$ cat config.mk
export PLATFORM = sky130hd
export DESIGN_NAME = cbd_front
export DESIGN_NICKNAME = d
export VERILOG_FILES = /design/src/sv/covalent_bond_detector_macros.svh /design/src/sv/cbd_pkg.sv /design/src/sv/cbd_front.sv
export SDC_FILE = /design/constraint.sdc
export NUM_CORES = 1
export LEC_CHECK = 0
export BUFFER_PORTS_ARGS = -buffer_cell sky130_fd_sc_hd__buf_4
export CORE_ASPECT_RATIO = 2
export CORE_MARGIN = 4
export CORE_UTILIZATION = 33
export CTS_BUF_LIST = sky130_fd_sc_hd__clkbuf_2 sky130_fd_sc_hd__clkbuf_4 sky130_fd_sc_hd__clkbuf_8
export CTS_CLUSTER_DIAMETER = 120
export CTS_CLUSTER_SIZE = 30
export DETAILED_ROUTE_END_ITERATION = 12
export HOLD_SLACK_MARGIN = 0.03
export PLACE_DENSITY = 0.84
export SLEW_MARGIN = 5
export SYNTH_ARGS = -nofsm -noshare
export SYNTH_HDL_FRONTEND = slang
export SYNTH_SLANG_ARGS = --single-unit
$ cat constraint.sdc
create_clock -name clk -period 2.05 [get_ports clk]
set_input_delay 0.205 -clock clk [delete_from_list [all_inputs] [get_ports clk]]
set_output_delay 0.205 -clock clk [all_outputs]
set_load 0.1 [all_outputs]
$ cat src/sv/covalent_bond_detector_macros.svh
// Assertion macros shared by the bond detector RTL.
`ifndef COVALENT_BOND_DETECTOR_MACROS_SVH
`define COVALENT_BOND_DETECTOR_MACROS_SVH

// Same-cycle implication, sampled on clk, off while rst_n is low.
`define CBD_ASSERT_NOW(lbl, ante, cons, msg) \
  lbl: assert property (@(posedge clk) disable iff (!rst_n) (ante) |-> (cons)) \
    else $error(msg);

// Next-cycle implication, sampled on clk, off while rst_n is low.
`define CBD_ASSERT_NEXT(lbl, ante, cons, msg) \
  lbl: assert property (@(posedge clk) disable iff (!rst_n) (ante) |=> (cons)) \
    else $error(msg);

`endif

$ cat src/sv/cbd_pkg.sv
// Shared types, constants and radius lookup for the covalent bond detector.
`timescale 1ns / 1ps
package cbd_pkg;

  localparam int CBD_MAX_ATOMS   = 64;
  localparam int CBD_QUEUE_DEPTH = 2;

  localparam int CBD_CODE_W    = 5;
  localparam int CBD_COORD_W   = 24;
  localparam int CBD_RAD_W     = 8;
  localparam int CBD_TOL_W     = 9;
  localparam int CBD_OUT_IDX_W = 6;

  localparam logic [CBD_TOL_W-1:0] CBD_TOL_RESET      = 9'd320;
  localparam logic [CBD_RAD_W-1:0] CBD_DEFAULT_RADIUS = 8'd76;

  // Covalent radii in units of 0.01 angstrom, indexed by element code
  localparam logic [CBD_RAD_W-1:0] CBD_RADIUS_TABLE [16] = '{
    8'd31,  8'd76,  8'd71,  8'd66,  8'd64,  8'd107, 8'd105, 8'd102,
    8'd120, 8'd139, 8'd154, 8'd196, 8'd130, 8'd176, 8'd132, 8'd122
  };

  typedef logic [CBD_COORD_W-1:0] cbd_coord_t;

  // Atom as it travels to and sits in the back end's store
  typedef struct packed {
    logic [CBD_RAD_W-1:0] radius;
    cbd_coord_t           x;
    cbd_coord_t           y;
    cbd_coord_t           z;
  } cbd_atom_t;

  // Codes with the top bit set are untabulated elements
  function automatic logic [CBD_RAD_W-1:0] cbd_radius(input logic [CBD_CODE_W-1:0] code);
    logic [CBD_RAD_W-1:0] r;
    if (code[CBD_CODE_W-1]) begin
      r = CBD_DEFAULT_RADIUS;
    end else begin
      r = CBD_RADIUS_TABLE[code[CBD_CODE_W-2:0]];
    end
    return r;
  endfunction

endpackage

$ cat src/sv/cbd_front.sv
// Front end: accepts atoms, assigns store indices, flags overflow, looks up radii.
`timescale 1ns / 1ps
module cbd_front #(
  parameter int  MAX_ATOMS = cbd_pkg::CBD_MAX_ATOMS,
  localparam int IDX_W     = $clog2(MAX_ATOMS)
) (
  input  logic                             clk,
  input  logic                             rst_n,
  input  logic                             in_valid,
  output logic                             in_stall,
  input  logic                             in_start_new,
  input  logic [cbd_pkg::CBD_CODE_W-1:0]   in_element_code,
  input  cbd_pkg::cbd_coord_t              in_x_pos,
  input  cbd_pkg::cbd_coord_t              in_y_pos,
  input  cbd_pkg::cbd_coord_t              in_z_pos,
  input  logic                             cmd_full,
  output logic                             cmd_push,
  output logic                             cmd_ovf,
  output logic [IDX_W-1:0]                 cmd_idx,
  output cbd_pkg::cbd_atom_t               cmd_atom
);
  import cbd_pkg::*;

  localparam int CNT_W = $clog2(MAX_ATOMS + 1);

  logic [CNT_W-1:0] count_r;
  logic [CNT_W-1:0] count_nxt;

  // Take an item whenever the queue has room
  assign in_stall = cmd_full;
  assign cmd_push = in_valid && !cmd_full;

  // Classify: start clears the store, a full store drops the atom
  always_comb begin
    cmd_ovf = !in_start_new && (count_r == CNT_W'(MAX_ATOMS));
    cmd_idx = in_start_new ? '0 : count_r[IDX_W-1:0];
    cmd_atom.radius = cbd_radius(in_element_code);
    cmd_atom.x      = in_x_pos;
    cmd_atom.y      = in_y_pos;
    cmd_atom.z      = in_z_pos;
  end

  // Advance the fill count for every stored atom
  always_comb begin
    count_nxt = count_r;
    if (cmd_push && !cmd_ovf) begin
      count_nxt = CNT_W'(cmd_idx) + CNT_W'(1);
    end
  end

  always_ff @(posedge clk) begin
    if (!rst_n) begin
      count_r <= '0;
    end else begin
      count_r <= count_nxt;
    end
  end

endmodule

# == Yosys cells after proc, flatten, opt, wreduce, memory -nomap -nowiden ==
# Memories as Yosys holds them, arrays and structs flattened.
# Cells that the tools add are included.
# op_classes
bitwise,1
eq_ne,1
magnitude_cmp,1
n_mux,4
n_addsub,1
reduce_logical,6
# op_table
op,count
8-bit 2-to-1 mux,3
6-bit by 1-bit adder with 7-bit output (second input constant),1
7-bit == test (second input constant),1
6-bit 2-to-1 mux,1
5-bit >= comparator (second input constant),1
4-bit NOT with 5-bit output,1
1-bit logical AND,3
1-bit zero test,3
# totals
mem_bits_ro,128
regBits,7
elab_cells,16
input_bits,82
out_inout_bits,89
memories,1
# memory_table
memory,words,word_bits,read_ports,rd_clocked_by_memory_dff,write_ports,line,rtl
(no name shown),16,8,1,0,0,cbd_pkg.sv:39,r = CBD_RADIUS_TABLE[code[CBD_CODE_W-2:0]];

# == Logic depth before layout (Yosys ltp) ==
# logic_depth
word_depth,5
depth_mapped,6
depth_no_buf,5

# == Worst setup path before layout ==
# No wires, ideal clock.
# synth_path
kind,input-to-output
startpoint,input port in_element_code[3] (netlist bit)
endpoint,output port cmd_atom[75] (netlist bit)
path_buffers,2
t_arrival_ps,4241
slack_ps,-2396
cell_stages,4
path_cell_list,clkbuf_1 -> clkbuf_1 -> nor2_1 -> o311ai_0
# synth_rtl
element,line,rtl
start: declaration,cbd_front.sv:12,"input logic [cbd_pkg::CBD_CODE_W-1:0] in_element_code,"
end: declaration,cbd_front.sv:20,output cbd_pkg::cbd_atom_t cmd_atom

# == Final worst setup path ==
# layout_path
startpoint,register count_r[2]
endpoint,output port cmd_ovf
# layout_between
elab_chain_len,2
# layout_lines
element,line,rtl
start: declaration,cbd_front.sv:26,logic [CNT_W-1:0] count_r;
start signal: assignment,cbd_front.sv:55,count_r <= count_nxt;
7-bit == test,cbd_front.sv:35,cmd_ovf = !in_start_new && (count_r == CNT_W'(MAX_ATOMS));
1-bit logical AND,cbd_front.sv:35,
end: declaration,cbd_front.sv:18,"output logic cmd_ovf,"
# No other way between the ends.

==> results by group <==
Status
  – Outcome: complete, no violations

Critical path
  – R2r startpoint: count_r[2]$_SDFFE_PN0P_
  – Reg2reg end: count_r[4]$_SDFFE_PN0P_
  – Reg2reg path depth: 3
  – Crit path capture type: output port
  – Worst setup SP type: flop
  – WP data arrival: about 1.6 ns
  – Critical path class: flop to output port
  – CP max FO: 8
  – R2r setup slk: ~0.38 ns
  – Worst EP required: about 1.9 ns

Clock network
  – Post-CTS Hold Fix Bufs: 0
  – PostCTS Resize Cnt: 0
  – Clock tree root driver cell: clkbuf_8
  – CTS max path bufs: 2
  – Worst-Skew Late Latency: around 0.23 ns
  – Clk pin slew, worst setup/hold paths: approximately 0.04 ns
  – CTS tree: done
  – Num Clock Sinks: 7
  – CTS buffer count: 3
  – Post-CTS Setup Inserts: 0
  – Total number of H-tree levels: 1

Finish
  – Most frequent cells in the layout: buf_4, nand2_1, ha_1, dfxtp_1, inv_1
  – Fin util: around 30%
  – Syn-to-layout area delta: -13.6%
  – Regs by FF count: count_r (7)
  – Finished Cell Area: 1120 µm²
  – ANT cells: 0
  – Commonest non-fill, non-tap cell in the layout: buf_4
  – Layout Nets: around 220
  – Layout cells sized above 1: approximately two fifths
  – Filler cells: between 400 and 500
  – Max FFs per register: 7
  – Most flops, register: count_r

Floorplanning
  – Die area: between 5000 and 6000 µm²
  – Core Region: between 3000 and 4000 µm²
  – Die Y: 96.6 µm
  – Initial Util: about 34%
  – Top-Level Pins: approximately 170
  – Std-Cell Rows: 32
  – Width of the chip: roughly 52 µm

Timing
  – RSZ-0062 raised after global routing: false
  – Hold slack: between 0.3 and 0.4 ns
  – Final critical-path required period: approximately 1.8 ns
  – Upper clock frequency limit: between 500 and 600 MHz
  – Max_slew headroom: ~72%
  – Hold Fails Final Rpt: 0
  – Fin crit share: between 90% and 100%
  – Worst Max-Slew Pin Slew: 0.412 ns
  – Final number of setup-violating endpoints: 0
  – Max Slew Vio Count: 0
  – Clock skew: 0.00190 ns

Detailed routing
  – DRC: 0
  – DR pass1 iterations: 4
  – Final ANT Viol Nets: 0
  – Drt wl/cell: around 17 µm
  – Via-per-instance ratio: around 5.3
  – Vias: 918
  – Initial drt markers: 6
  – Final wirelength: 2940 µm

GRT
  – Tot GR Track Use: roughly 11%
  – Largest net degree at the start of global routing: 19
  – Initial antenna violation count: 0
  – Global-route wire length before repair: approximately 4400 µm
  – Total grt overflow: 0
  – Vias in the first global route: 898

Synth
  – Syn Area/Cell: approximately 7.6 µm²
  – Synth top area share: a little over two fifths
  – Yosys top cell by area: buf_4
  – Synth Warn #: 0
  – Seq/Total Area, Yosys: 10.8%
  – Netlist Area Pre-Place: ~1300 µm²
  – Post-Synthesis Cells: 170
  – Synth cell types: 32
  – Syn Nets: around 260
  – FF+latch count, synth: 7
  – Area contributors post-synth: buf_4, dfxtp_1, ha_1

Placement
  – Final Wtd Congestion: around 0.80
  – DP Wirelength: approximately 2400 µm
  – I/O Buffers: 26
  – Placement Cell Area: 1070 µm²

Power and ir drop
  – LEAKAGE: roughly 0.47 nW
  – Final Power: just under 600 µW
  – Pwr dens: ~530 nW/µm²
  – Peak VDD IR: approximately 0.00022 V

Min path
  – Worst hold start: rst_n
  – WHS Endpoint: count_r[6]$_SDFFE_PN0P_
  – Worst hold path type: input port to flop
  – Hold depth: 3

Job
  – Max-cap violations: 0
cell usage after synthesis:
| master | count |
|---|---|
| a211oi_1 | 1 |
| a21oi_1 | 3 |
| a311o_1 | 1 |
| a31oi_1 | 3 |
| and3_1 | 1 |
| and4b_1 | 1 |
| buf_4 | 73 |
| clkbuf_1 | 6 |
| dfxtp_1 | 7 |
| ha_1 | 9 |
| inv_1 | 6 |
| mux2i_1 | 2 |
| nand2_1 | 9 |
| nand2b_1 | 4 |
| nand3_1 | 4 |
| nand3b_1 | 2 |
| nand4_1 | 2 |
| nand4b_1 | 1 |
| nor2_1 | 6 |
| nor2b_1 | 9 |
| nor4_1 | 1 |
| o211a_1 | 1 |
| o211ai_1 | 5 |
| o21ai_0 | 4 |
| o22a_1 | 1 |
| o311ai_0 | 2 |
| o31ai_1 | 1 |
| o41ai_4 | 1 |
| or2_2 | 1 |
| or3_1 | 1 |
| or4_1 | 1 |
| or4b_4 | 1 |
per-stage QoR:
step / cells / setup slack, ns / TNS (ns)
floorplan: 170 / -0.319 / -0.726
global placement: 170 / 0.357 / 0
detailed placement: 170 / 0.323 / 0
CTS: 174 / 0.214 / 0
global route: 174 / 0.169 / 0
finish: 174 / 0.202 / 0
worst max-delay path, stage by stage (launching register included):
cell and delay, ns:
dfxtp_1 0.36, or4b_4 0.58, nor4_4 0.14, buf_4 0.32
layout make-up:
type	instances	area, µm²	share of cell area (%)
tap	51	63.8	5.70
clock buffer	4	48.8	4.36
multi-input combinational	78	634	56.6
inverter	6	22.5	2.01
timing repair buffer	28	210	18.8
sequential	7	140	12.5
cells by family after synthesis:
logic type                 synth area share (%)
DFF                                        10.8
and+or+nand+nor                            19.3
buffers and inverters                      45.8
AOI/OAI and AO/OA                          13.9
muxes                                      1.54
adders and majority gates                  8.69
per-layer routing:
layer	global-route usage [%]	share of wire [%]	routed length (µm)	vias to the layer above
li1	-	-	-	405
met1	7.12	25	721	415
met2	21.8	55	1610	63
met3	4.16	13	395	35
met4	10.4	7.1	208	0
met5	0	0	0	-
where the power goes:
group          internal, mW  total (mW)  leakage (nW)  switching [mW]
Combinational        0.0628       0.235         0.385           0.173
Sequential            0.139       0.143        0.0566         0.00414
Clock                 0.148       0.214        0.0262          0.0659
Total                 0.350       0.592         0.468           0.243
how the worst max path moves through the flow:
stage | cells past startpoint | start | to
floorplan | 4 | in_element_code[3] | cmd_atom[73]
global placement | 7 | in_element_code[0] | cmd_atom[73]
detailed placement | 7 | in_element_code[0] | cmd_atom[73]
CTS | 3 | count_r[2]$_SDFFE_PN0P_ | cmd_ovf
global route | 3 | count_r[2]$_SDFFE_PN0P_ | cmd_ovf
finish | 3 | count_r[2]$_SDFFE_PN0P_ | cmd_ovf
Power figures use the tool's default switching activity.
