**config.mk**
```make
export PLATFORM = sky130hd
export DESIGN_NAME = cbd_queue
export DESIGN_NICKNAME = d
export VERILOG_FILES = /design/src/sv/covalent_bond_detector_macros.svh /design/src/sv/cbd_pkg.sv /design/src/sv/cbd_queue.sv
export SDC_FILE = /design/constraint.sdc
export NUM_CORES = 1
export LEC_CHECK = 0
export BUFFER_PORTS_ARGS = -buffer_cell sky130_fd_sc_hd__buf_2
export CORE_AREA = 2 2 49 51
export DETAILED_ROUTE_END_ITERATION = 7
export DIE_AREA = 0 0 51 53
export PLACE_DENSITY = 0.63
export SKIP_LAST_GASP = 1
export SYNTH_ARGS = -nofsm -noshare
export SYNTH_HDL_FRONTEND = slang
export SYNTH_SLANG_ARGS = --single-unit
```
**constraint.sdc**
```tcl
create_clock -name clk -period 1.6 [get_ports clk]
set_input_delay 0.08 -clock clk [delete_from_list [all_inputs] [get_ports clk]]
set_output_delay 0.08 -clock clk [all_outputs]
set_load 0.03 [all_outputs]
```
**src/sv/covalent_bond_detector_macros.svh**
```systemverilog
// Assertion macros shared by the bond detector RTL.
`ifndef COVALENT_BOND_DETECTOR_MACROS_SVH
`define COVALENT_BOND_DETECTOR_MACROS_SVH

// Same-cycle implication, sampled on clk, off while rst_n is low.
`define CBD_ASSERT_NOW(lbl, ante, cons, msg) \
  lbl: assert property (@(posedge clk) disable iff (!rst_n) (ante) |-> (cons)) \
    else $error(msg);

// Next-cycle implication, sampled on clk, off while rst_n is low.
`define CBD_ASSERT_NEXT(lbl, ante, cons, msg) \
  lbl: assert property (@(posedge clk) disable iff (!rst_n) (ante) |=> (cons)) \
    else $error(msg);

`endif

```
**src/sv/cbd_pkg.sv**
```systemverilog
// Shared types, constants and radius lookup for the covalent bond detector.
`timescale 1ns / 1ps
package cbd_pkg;

  localparam int CBD_MAX_ATOMS   = 64;
  localparam int CBD_QUEUE_DEPTH = 2;

  localparam int CBD_CODE_W    = 5;
  localparam int CBD_COORD_W   = 24;
  localparam int CBD_RAD_W     = 8;
  localparam int CBD_TOL_W     = 9;
  localparam int CBD_OUT_IDX_W = 6;

  localparam logic [CBD_TOL_W-1:0] CBD_TOL_RESET      = 9'd320;
  localparam logic [CBD_RAD_W-1:0] CBD_DEFAULT_RADIUS = 8'd76;

  // Covalent radii in units of 0.01 angstrom, indexed by element code
  localparam logic [CBD_RAD_W-1:0] CBD_RADIUS_TABLE [16] = '{
    8'd31,  8'd76,  8'd71,  8'd66,  8'd64,  8'd107, 8'd105, 8'd102,
    8'd120, 8'd139, 8'd154, 8'd196, 8'd130, 8'd176, 8'd132, 8'd122
  };

  typedef logic [CBD_COORD_W-1:0] cbd_coord_t;

  // Atom as it travels to and sits in the back end's store
  typedef struct packed {
    logic [CBD_RAD_W-1:0] radius;
    cbd_coord_t           x;
    cbd_coord_t           y;
    cbd_coord_t           z;
  } cbd_atom_t;

  // Codes with the top bit set are untabulated elements
  function automatic logic [CBD_RAD_W-1:0] cbd_radius(input logic [CBD_CODE_W-1:0] code);
    logic [CBD_RAD_W-1:0] r;
    if (code[CBD_CODE_W-1]) begin
      r = CBD_DEFAULT_RADIUS;
    end else begin
      r = CBD_RADIUS_TABLE[code[CBD_CODE_W-2:0]];
    end
    return r;
  endfunction

endpackage

```
**src/sv/cbd_queue.sv**
```systemverilog
// Small command queue between the front and back ends.
`timescale 1ns / 1ps
module cbd_queue #(
  parameter int WIDTH = 8,
  parameter int DEPTH = cbd_pkg::CBD_QUEUE_DEPTH
) (
  input  logic             clk,
  input  logic             rst_n,
  input  logic             push,
  input  logic [WIDTH-1:0] push_data,
  output logic             full,
  input  logic             pop,
  output logic             valid,
  output logic [WIDTH-1:0] head
);
  import cbd_pkg::*;

  localparam int PTR_W = (DEPTH > 1) ? $clog2(DEPTH) : 1;
  localparam int CNT_W = $clog2(DEPTH + 1);

  logic [WIDTH-1:0] slot_r [DEPTH];
  logic [PTR_W-1:0] wr_ptr_r, wr_ptr_nxt;
  logic [PTR_W-1:0] rd_ptr_r, rd_ptr_nxt;
  logic [CNT_W-1:0] cnt_r, cnt_nxt;
  logic             do_push, do_pop;

  assign full    = (cnt_r == CNT_W'(DEPTH));
  assign valid   = (cnt_r != '0);
  assign head    = slot_r[rd_ptr_r];
  assign do_push = push && !full;
  assign do_pop  = pop && valid;

  // Wrap pointers and track occupancy
  always_comb begin
    wr_ptr_nxt = wr_ptr_r;
    rd_ptr_nxt = rd_ptr_r;
    cnt_nxt    = cnt_r;
    if (do_push) begin
      wr_ptr_nxt = (wr_ptr_r == PTR_W'(DEPTH - 1)) ? '0 : wr_ptr_r + PTR_W'(1);
    end
    if (do_pop) begin
      rd_ptr_nxt = (rd_ptr_r == PTR_W'(DEPTH - 1)) ? '0 : rd_ptr_r + PTR_W'(1);
    end
    unique case ({do_push, do_pop})
      2'b10:   cnt_nxt = cnt_r + CNT_W'(1);
      2'b01:   cnt_nxt = cnt_r - CNT_W'(1);
      default: cnt_nxt = cnt_r;
    endcase
  end

  always_ff @(posedge clk) begin
    if (!rst_n) begin
      wr_ptr_r <= '0;
      rd_ptr_r <= '0;
      cnt_r    <= '0;
    end else begin
      wr_ptr_r <= wr_ptr_nxt;
      rd_ptr_r <= rd_ptr_nxt;
      cnt_r    <= cnt_nxt;
    end
  end

  // Store payload, no reset needed
  always_ff @(posedge clk) begin
    if (do_push) begin
      slot_r[wr_ptr_r] <= push_data;
    end
  end

endmodule

```
Yosys cells after proc, flatten, opt, wreduce, memory -nomap -nowiden
Memories as Yosys holds them, arrays and structs flattened. A register that Yosys moved wholly into a read port is not among the register bits.
Index checks and enable logic that the tools add are counted.
- memories kept: 1
- input bits: 12
- memory bits (writable): 16
- word-level logic and storage cells: 23
- register bits after elaboration: 4
- memories (name ; depth ; width ; rd ports ; clocked after memory_dff ; wr ports ; RTL line ; RTL):
    slot_r ; 2 ; 8 ; 1 ; 1 ; 1 ; cbd_queue.sv:21 ; logic [WIDTH-1:0] slot_r [DEPTH];
- $add $sub $neg: 4
- reductions and logical operators: 5
- mux-type cells: 7
- eq/ne operators: 3
- operators by type and width (kind ; count):
    2-to-1 mux 1 bit ; 6
    == test 2 bit (second input constant) ; 2
    one-hot mux 2 bit (2 select lines) ; 1
    nonzero test 2 bit ; 2
    adder 1 bit (second input constant) ; 2
    adder 2 x 1 -> 2 bit (second input constant) ; 1
    == test 2 x 1 -> 1 bit (second input constant) ; 1
    logical AND 1 bit ; 2
    subtractor 2 x 1 -> 2 bit (second input constant) ; 1
    logical NOT 1 bit ; 1

Depth between registers and ports, before layout
Gate-level depths: netlist of run 1.
- depth after elaboration: 5
- gate-level depth with buffers: 6
- mapped depth without buffers: 6

Worst setup path after synthesis of run 1
OpenSTA, ideal clock, no wires.
- path kind: flip-flop to flip-flop
- start point: register cnt_r[0]
- end point: memory slot_r[0][0] (enable)
- arrival time: 1.135 ns
- path buffers: 0
- cell stages (with the launch flop): 5
- clock period less this slack: 1.459 ns
- setup slack: 0.141 ns
- required time: 1.276 ns
- cells stage by stage: dfxtp_1 nand2b_2 inv_2 or3_1 inv_1
- longest elaborated chain between the ends: 5
- ends and longest elaborated chain (what ; RTL line ; RTL):
    start, declared ; cbd_queue.sv:24 ; logic [CNT_W-1:0] cnt_r, cnt_nxt;
    start signal, assigned ; cbd_queue.sv:59 ; cnt_r <= cnt_nxt;
    == test 2 bit ; cbd_queue.sv:27 ; assign full = (cnt_r == CNT_W'(DEPTH));
    named net full ; cbd_queue.sv:11 ; output logic full,
    logical NOT 1 bit ; cbd_queue.sv:30 ; assign do_push = push && !full;
    logical AND 1 bit ; cbd_queue.sv:30 ;
    2-to-1 mux 1 bit ; cbd_queue.sv:65 ; if (do_push) begin
    2-to-1 mux 1 bit (not written as such) ; cbd_queue.sv:66 ; slot_r[wr_ptr_r] <= push_data;
    end, declared ; cbd_queue.sv:21 ;
The timed path passes the listed nets, and every way through them passes these cells.

Final worst setup path of run 1
- start point: register cnt_r[0]
- end point: register cnt_r[1]
- elaborated cells on any way between the ends: 11
- RTL lines (what ; RTL line ; RTL):
    nonzero test 2 bit * ; cbd_queue.sv:28 ; assign valid = (cnt_r != '0);
    logical AND 1 bit * ; cbd_queue.sv:31 ; assign do_pop = pop && valid;
    named net do_pop ; cbd_queue.sv:25 ; logic do_push, do_pop;
    == test 2 x 1 -> 1 bit / == test 2 bit (equally long branches) ; cbd_queue.sv:44 ; unique case ({do_push, do_pop})
    one-hot mux 2 bit (2 select lines) / nonzero test 2 bit (equally long branches) ; - ;
The timed path passes the listed nets; every way through them passes the cells marked *.
A chain may end at the register's enable or synchronous reset.

==> impl_metrics.csv, run 1 <==
group,metric,value,unit
pwr,power.leakage,0.428,nW
clocking,clockBufferDepth,2,
routing,drcViolationCount,0,
finish,ff_latch_area,581,µm²
routing,drtAntennaViolNets,0,
worst_setup_path,setup.worst_path.end_class,"register",
worst_hold_path,timing.hold.worst_path_depth,2,
sta,slew_headroom,0.740,
finish,nets,98,
worst_setup_path,r2r_start,"cnt_r[0]$_SDFFE_PN0P_",
worst_hold_path,hold_start,"rst_n",
clocking,cts.clk_slew.worst_paths,0.11,ns
sta,skew,0.00124,ns
worst_setup_path,critical_path.cell_chain,"buf_4, o21a_1, ha_1, or3_1, a21boi_1",
worst_setup_path,longest_individual_stage_delay_on_the_worst_path,0.35,ns
die,height_of_the_chip,53,µm
finish,mostFrequentLayoutCells,"buf_2 (21), edfxtp_1 (16), mux2_2 (8), dlygate4sd3_1 (8), dfxtp_1 (5)",
finish,fillers,193,
die,dieArea,2700,µm²
die,floorplan.rows,17,
sta,final.setup.tns,0,ns
clocking,clk_latency,0.29,ns
global_route,track_usage,0.103,
global_route,grt_pass1_wl,1980,µm
finish,fin_cells,112,
sta,period_share,0.954,
worst_setup_path,r2r_end,"cnt_r[1]$_SDFFE_PN0P_",
sta,rsz0062_at_grt,"false",
synthesis,netlist-cell-type-count,18,
finish,antennaDiodeCount,0,
worst_setup_path,critPathSlowestCell,"or3_1",
clocking,ctsRootBufferMaster,"clkbuf_4",
finish,area.growth.synth_to_final,30.9,%
placed_design,gpl.final_weighted_congestion,0.623,
pwr,power.density,1580,nW/µm²
clocking,cts_max_level,1,
worst_setup_path,worst_setup_path_startpoint,"cnt_r[0]$_SDFFE_PN0P_",
routing,drt_wl_total,1190,µm
sta,timing.final.hold_violations,0,
worst_setup_path,cp-start-kind,"register",
routing,wl_met1,538,µm
clocking,post_cts_resized,0,
die,initial_core_util,0.379,
global_route,number_of_global_route_vias_before_repair,490,
synthesis,synth_seq_area_share,0.714,
worst_setup_path,reg2reg_depth,5,
sta,achievable-frequency,655,MHz
finish,layout-drive-gt1-share,0.440,
job,drv_cap,0,
global_route,grt_start_max_net_pins,13,
synthesis,syn-instance-count,51,
clocking,numCtsBuffers,3,
worst_setup_path,path_delay_family,"simple AND/OR/NAND/NOR gates",
die,boundaryPins,22,
sta,timing_worst_slew_pin_value,0.390,ns
routing,met2WireLength,572,µm
placed_design,count_of_buffers_from_port_buffering,21,
worst_setup_path,path_buf_inv,1,
die,design.core.area,2150,µm²
routing,detail_route.wl_per_cell,10.7,µm
placed_design,place.detailed.hpwl,824,µm
sta,number_of_slew_limit_violations_in_the_final_report,0,
synthesis,yosys_warnings,0,
clocking,tritoncts_clock_tree,"done",
clocking,cts_sinks,21,
global_route,number_of_antenna_violations_at_the_first_check_in_global_routing,0,
routing,topRoutingLayerUsed,"met4",
sta,fin_hold_ws,0.0391,ns
sta,final-setup-viol-count,0,
routing,detailroute.via_count,495,
sta,clock_period_minus_worst_slack,1.53,ns
worst_setup_path,crit_arrival,1.76,ns
run_status,outcome,"finished clean",
finish,combined_area_of_the_multi_input_logic_cells,218,µm²
synthesis,syn-num-nets,64,
routing,drt_first_iter_violations,2,
finish,layout.cell_area.non_filler,1060,µm²
synthesis,synth.avg_cell_area,15.9,µm²
placed_design,dpl_cell_area,957,µm²
worst_setup_path,critical_path_class,"reg2reg",
worst_hold_path,worstHoldPathType,"in2reg",
global_route,global_route.overflow_total,0,
worst_hold_path,timing.hold.worst_endpoint,"cnt_r[0]$_SDFFE_PN0P_",
synthesis,yosys_register_bits,21,
routing,drtPass1Iterations,4,
pwr,ir_worst_vdd,0.899,mV
synthesis,syn-cell-area,813,µm²
worst_setup_path,setup.reg_to_reg.worst_slack,0.07,ns
worst_setup_path,worst-endpoint-required,1.83,ns
worst_setup_path,worst-path-max-fanout,4,
pwr,report.power.total,1.69,mW
routing,met3_wirelength_from_detailed_routing,75,µm
die,die_width,51,µm
routing,routed_via_density,4.42,
placed_design,place.detailed.instances,100,
finish,layout_commonest_cell,"buf_2",
==> report_power, final <==
part / internal, mW / switching [mW]
Clock: 0.0929 / 0.150
Sequential: 0.701 / 0.0660
Combinational: 0.293 / 0.385
==> registers in the layout (all words and copies together), names as in the netlist, named ones only <==
name / flops
rd_ptr_r: 1
cnt_r: 2
slot_r: 16
wr_ptr_r: 1
==> cells by family after synthesis <==
family                   count (synthesis)  share of synthesized area
XOR/XNOR                                 3                     0.0323
AO/OA/AOI/OAI                            5                     0.0400
flip-flops                              21                      0.714
buffers and inverters                    4                     0.0185
adder cells (fa/ha/maj)                  1                     0.0154
AND/OR/NAND/NOR                          9                     0.0692
multiplexers                             8                      0.111
==> worst max path at each step <==
stage / endpoint / cells past startpoint
finish: cnt_r[1]$_SDFFE_PN0P_ / 5
global route: head[7] / 2
CTS: head[7] / 2
detailed placement: cnt_r[1]$_SDFFE_PN0P_ / 5
global placement: cnt_r[1]$_SDFFE_PN0P_ / 5
floorplan: slot_r[0][0]$_DFFE_PP_ / 4
==> per-layer routing <==
layer,vias up,track usage
met5,-,0
met4,0,0.0676
met3,2,0.0198
met2,14,0.182
met1,225,0.111
li1,254,-
==> metrics by stage <==
step	setup WS, ns	util
2_1_floorplan	0.141	-
3_3_place_gp	0.140	0.446
3_5_place_dp	0.0900	0.446
4_1_cts	0.0686	0.496
5_1_grt	0.0207	0.496
6_report	0.0744	0.496
==> area by class of cell <==
type / count / area share
well taps: 28 / 0.0329
clock inverters: 1 / 0.00470
multi-input cells: 26 / 0.204
clock buffers: 3 / 0.0212
repair buffers: 30 / 0.181
inverters: 3 / 0.0106
flip-flops and latches: 21 / 0.545
==> synthesized netlist by cell type <==
cell type | count | area [µm²]
clkbuf_1 | 1 | 3.75
nand2_1 | 1 | 3.75
and2_1 | 1 | 6.26
o21ai_0 | 2 | 10.0
nand2b_2 | 1 | 8.76
and3_1 | 1 | 6.26
o21a_1 | 1 | 7.51
ha_1 | 1 | 12.5
dfxtp_1 | 5 | 100
edfxtp_1 | 16 | 480
xnor2_1 | 3 | 26.3
or2_2 | 1 | 6.26
a21boi_1 | 2 | 15.0
or3_1 | 2 | 12.5
inv_2 | 1 | 3.75
inv_1 | 2 | 7.51
nor2b_1 | 2 | 12.5
mux2_2 | 8 | 90.1
==> repair_timing <==
action	in CTS	in global routing
endpoints found under the hold margin	16	0
hold buffers	8	0
buffers inserted	0	0
No activity file was read; power rests on OpenSTA's default activity.
==> run 2, diff against run 1 <==
Settings changed: CORE_AREA 2 2 49 51 to 5 5 52 54, DIE_AREA 0 0 51 53 to 0 0 57 59, MAX_ROUTING_LAYER set to met4.
==> impl_metrics.csv, run 2 (synthesis gave the netlist of run 1 again) <==
group,metric,value,unit
run_status,outcome,"finished clean",
finish,fin_cells,111,
die,floorplan.rows,17,
worst_setup_path,reg2reg_depth,4,
die,dieArea,3360,µm²
pwr,ir_worst_vdd,0.927,mV
placed_design,place.detailed.instances,99,
worst_hold_path,timing.hold.worst_path_depth,2,
routing,drt_first_iter_violations,1,
global_route,grt_start_max_net_pins,13,
placed_design,dpl_cell_area,950,µm²
pwr,power.leakage,0.423,nW
global_route,met1_usage_in_global_routing,0.115,
sta,final-setup-viol-count,0,
die,die_width,57,µm
die,height_of_the_chip,59,µm
sta,skew,0.00347,ns
sta,clock_period_minus_worst_slack,1.48,ns
routing,drtAntennaViolNets,0,
routing,drt_wl_total,1300,µm
worst_setup_path,worst-endpoint-required,1.52,ns
worst_setup_path,setup.reg_to_reg.worst_slack,0.12,ns
placed_design,place.detailed.hpwl,953,µm
worst_setup_path,crit_arrival,1.40,ns
clocking,clk_latency,0.29,ns
routing,routed_via_density,4.45,
sta,final.setup.tns,0,ns
global_route,number_of_antenna_violations_at_the_first_check_in_global_routing,0,
clocking,cts_max_level,1,
global_route,grt_pass1_wl,2250,µm
pwr,power.density,1580,nW/µm²
worst_setup_path,worst-path-max-fanout,8,
finish,layout_commonest_cell,"buf_2",
finish,layout.cell_area.non_filler,1060,µm²
finish,layout-drive-gt1-share,0.446,
worst_hold_path,hold_start,"rst_n",
clocking,clockBufferDepth,2,
clocking,cts.clk_slew.worst_paths,0.10,ns
finish,largest_register_ff_count,16,
finish,reg.largest.list,"slot_r x16, cnt_r x2",
worst_setup_path,critical_path_class,"reg2out",
finish,largest_register,"slot_r",
placed_design,count_of_buffers_from_port_buffering,21,
finish,mostFrequentLayoutCells,"buf_2 (21), edfxtp_1 (16), mux2_2 (8), dlygate4sd3_1 (8), dfxtp_1 (4)",
sta,fin_hold_ws,0.0595,ns
sta,slew_headroom,0.751,
routing,detail_route.wl_per_cell,11.7,µm
sta,timing_worst_slew_pin_value,0.373,ns
placed_design,gpl.final_weighted_congestion,0.663,
routing,drtPass1Iterations,2,
global_route,global_route.overflow_total,0,
placed_design,post-place-ws,0.0487,ns
finish,nets,97,
die,design.core.area,2170,µm²
job,drv_cap,0,
global_route,met3_usage,0.0261,
sta,fin_ws,0.119,ns
clocking,cts_sinks,21,
routing,detailroute.via_count,494,
clocking,tritoncts_clock_tree,"done",
global_route,global_route.usage.met2,0.135,
die,initial_core_util,0.375,
die,boundaryPins,22,
worst_setup_path,r2r_start,"cnt_r[0]$_SDFFE_PN0P_",
clocking,post_cts.repair.setup_buffers,0,
sta,period_share,0.926,
global_route,global_route.peak_usage_layer,"met2",
global_route,track_usage,0.0937,
sta,rsz0062_at_grt,"false",
global_route,number_of_global_route_vias_before_repair,495,
worst_setup_path,cp-start-kind,"register",
routing,drcViolationCount,0,
worst_setup_path,setup.worst_path.end_class,"output pin",
clocking,ctsRootBufferMaster,"clkbuf_4",
worst_hold_path,worstHoldPathType,"in2reg",
clocking,numCtsBuffers,3,
sta,achievable-frequency,675,MHz
sta,number_of_slew_limit_violations_in_the_final_report,0,
finish,area.growth.synth_to_final,30.2,%
sta,timing.final.hold_violations,0,
worst_setup_path,r2r_end,"slot_r[0][4]$_DFFE_PP_",
finish,antennaDiodeCount,0,
## run 2: cell count changes in the layout (fill, tap and decap cells not counted), sizes merged
cell,before,now
buf,22,21
## run 2: cell type report
class                           count  area (µm²)
Timing Repair Buffer               29         185
Sequential cell                    21         582
Multi-Input combinational cell     26         218
Clock inverter                      1        5.00
Inverter                            3        11.3
Fill cell                         201        1110
Clock buffer                        3        22.5
Tap cell                           28        35.0
## run 2: repair_timing
| action | 4_1_cts | 5_1_grt |
|---|---|---|
| setup endpoints to repair | 0 | 9 |
| hold buffers | 8 | 0 |
| resized for setup | 0 | 1 |
| endpoints found under the hold margin | 16 | 0 |
## run 2: power breakdown
part,total (mW),switching (mW),internal (mW)
clock network,0.238,0.145,0.0929
registers,0.782,0.0776,0.704
logic,0.654,0.377,0.277
total,1.67,0.600,1.07
## run 2: worst max-delay path by stage
| stage | start | to | slack, ns | depth (start not counted) |
|---|---|---|---|---|
| after floorplan | cnt_r[0]$_SDFFE_PN0P_ | slot_r[0][0]$_DFFE_PP_ | 0.14 | 4 |
| after global placement | cnt_r[0]$_SDFFE_PN0P_ | slot_r[0][3]$_DFFE_PP_ | 0.12 | 4 |
| after detailed placement | cnt_r[0]$_SDFFE_PN0P_ | slot_r[0][3]$_DFFE_PP_ | 0.05 | 4 |
| after CTS | cnt_r[0]$_SDFFE_PN0P_ | slot_r[0][3]$_DFFE_PP_ | 0.04 | 4 |
| after global routing | register | head[5] | 0.02 | 2 |
| final | register | head[5] | 0.12 | 2 |
## run 2: metrics by stage
| step | power [mW] | util |
|---|---|---|
| finish | 1.67 | 0.488 |
| global route | 1.80 | 0.488 |
| CTS | 1.70 | 0.487 |
| detailed placement | 1.44 | 0.438 |
| global placement | 1.43 | 0.438 |
| floorplan | 1.28 | - |
## run 2: per-layer routing
layer	part of all wire	wire [µm]	up-vias
li1	-	-	248
met1	0.45	579	225
met2	0.46	598	17
met3	0.071	92	4
met4	0.022	29	0
met5	0	0	-
## run 2: critical path, cell delays in order (launching register included)
cell,delay (ns)
dfxtp_1,0.55
mux2_2,0.38
buf_2,0.18
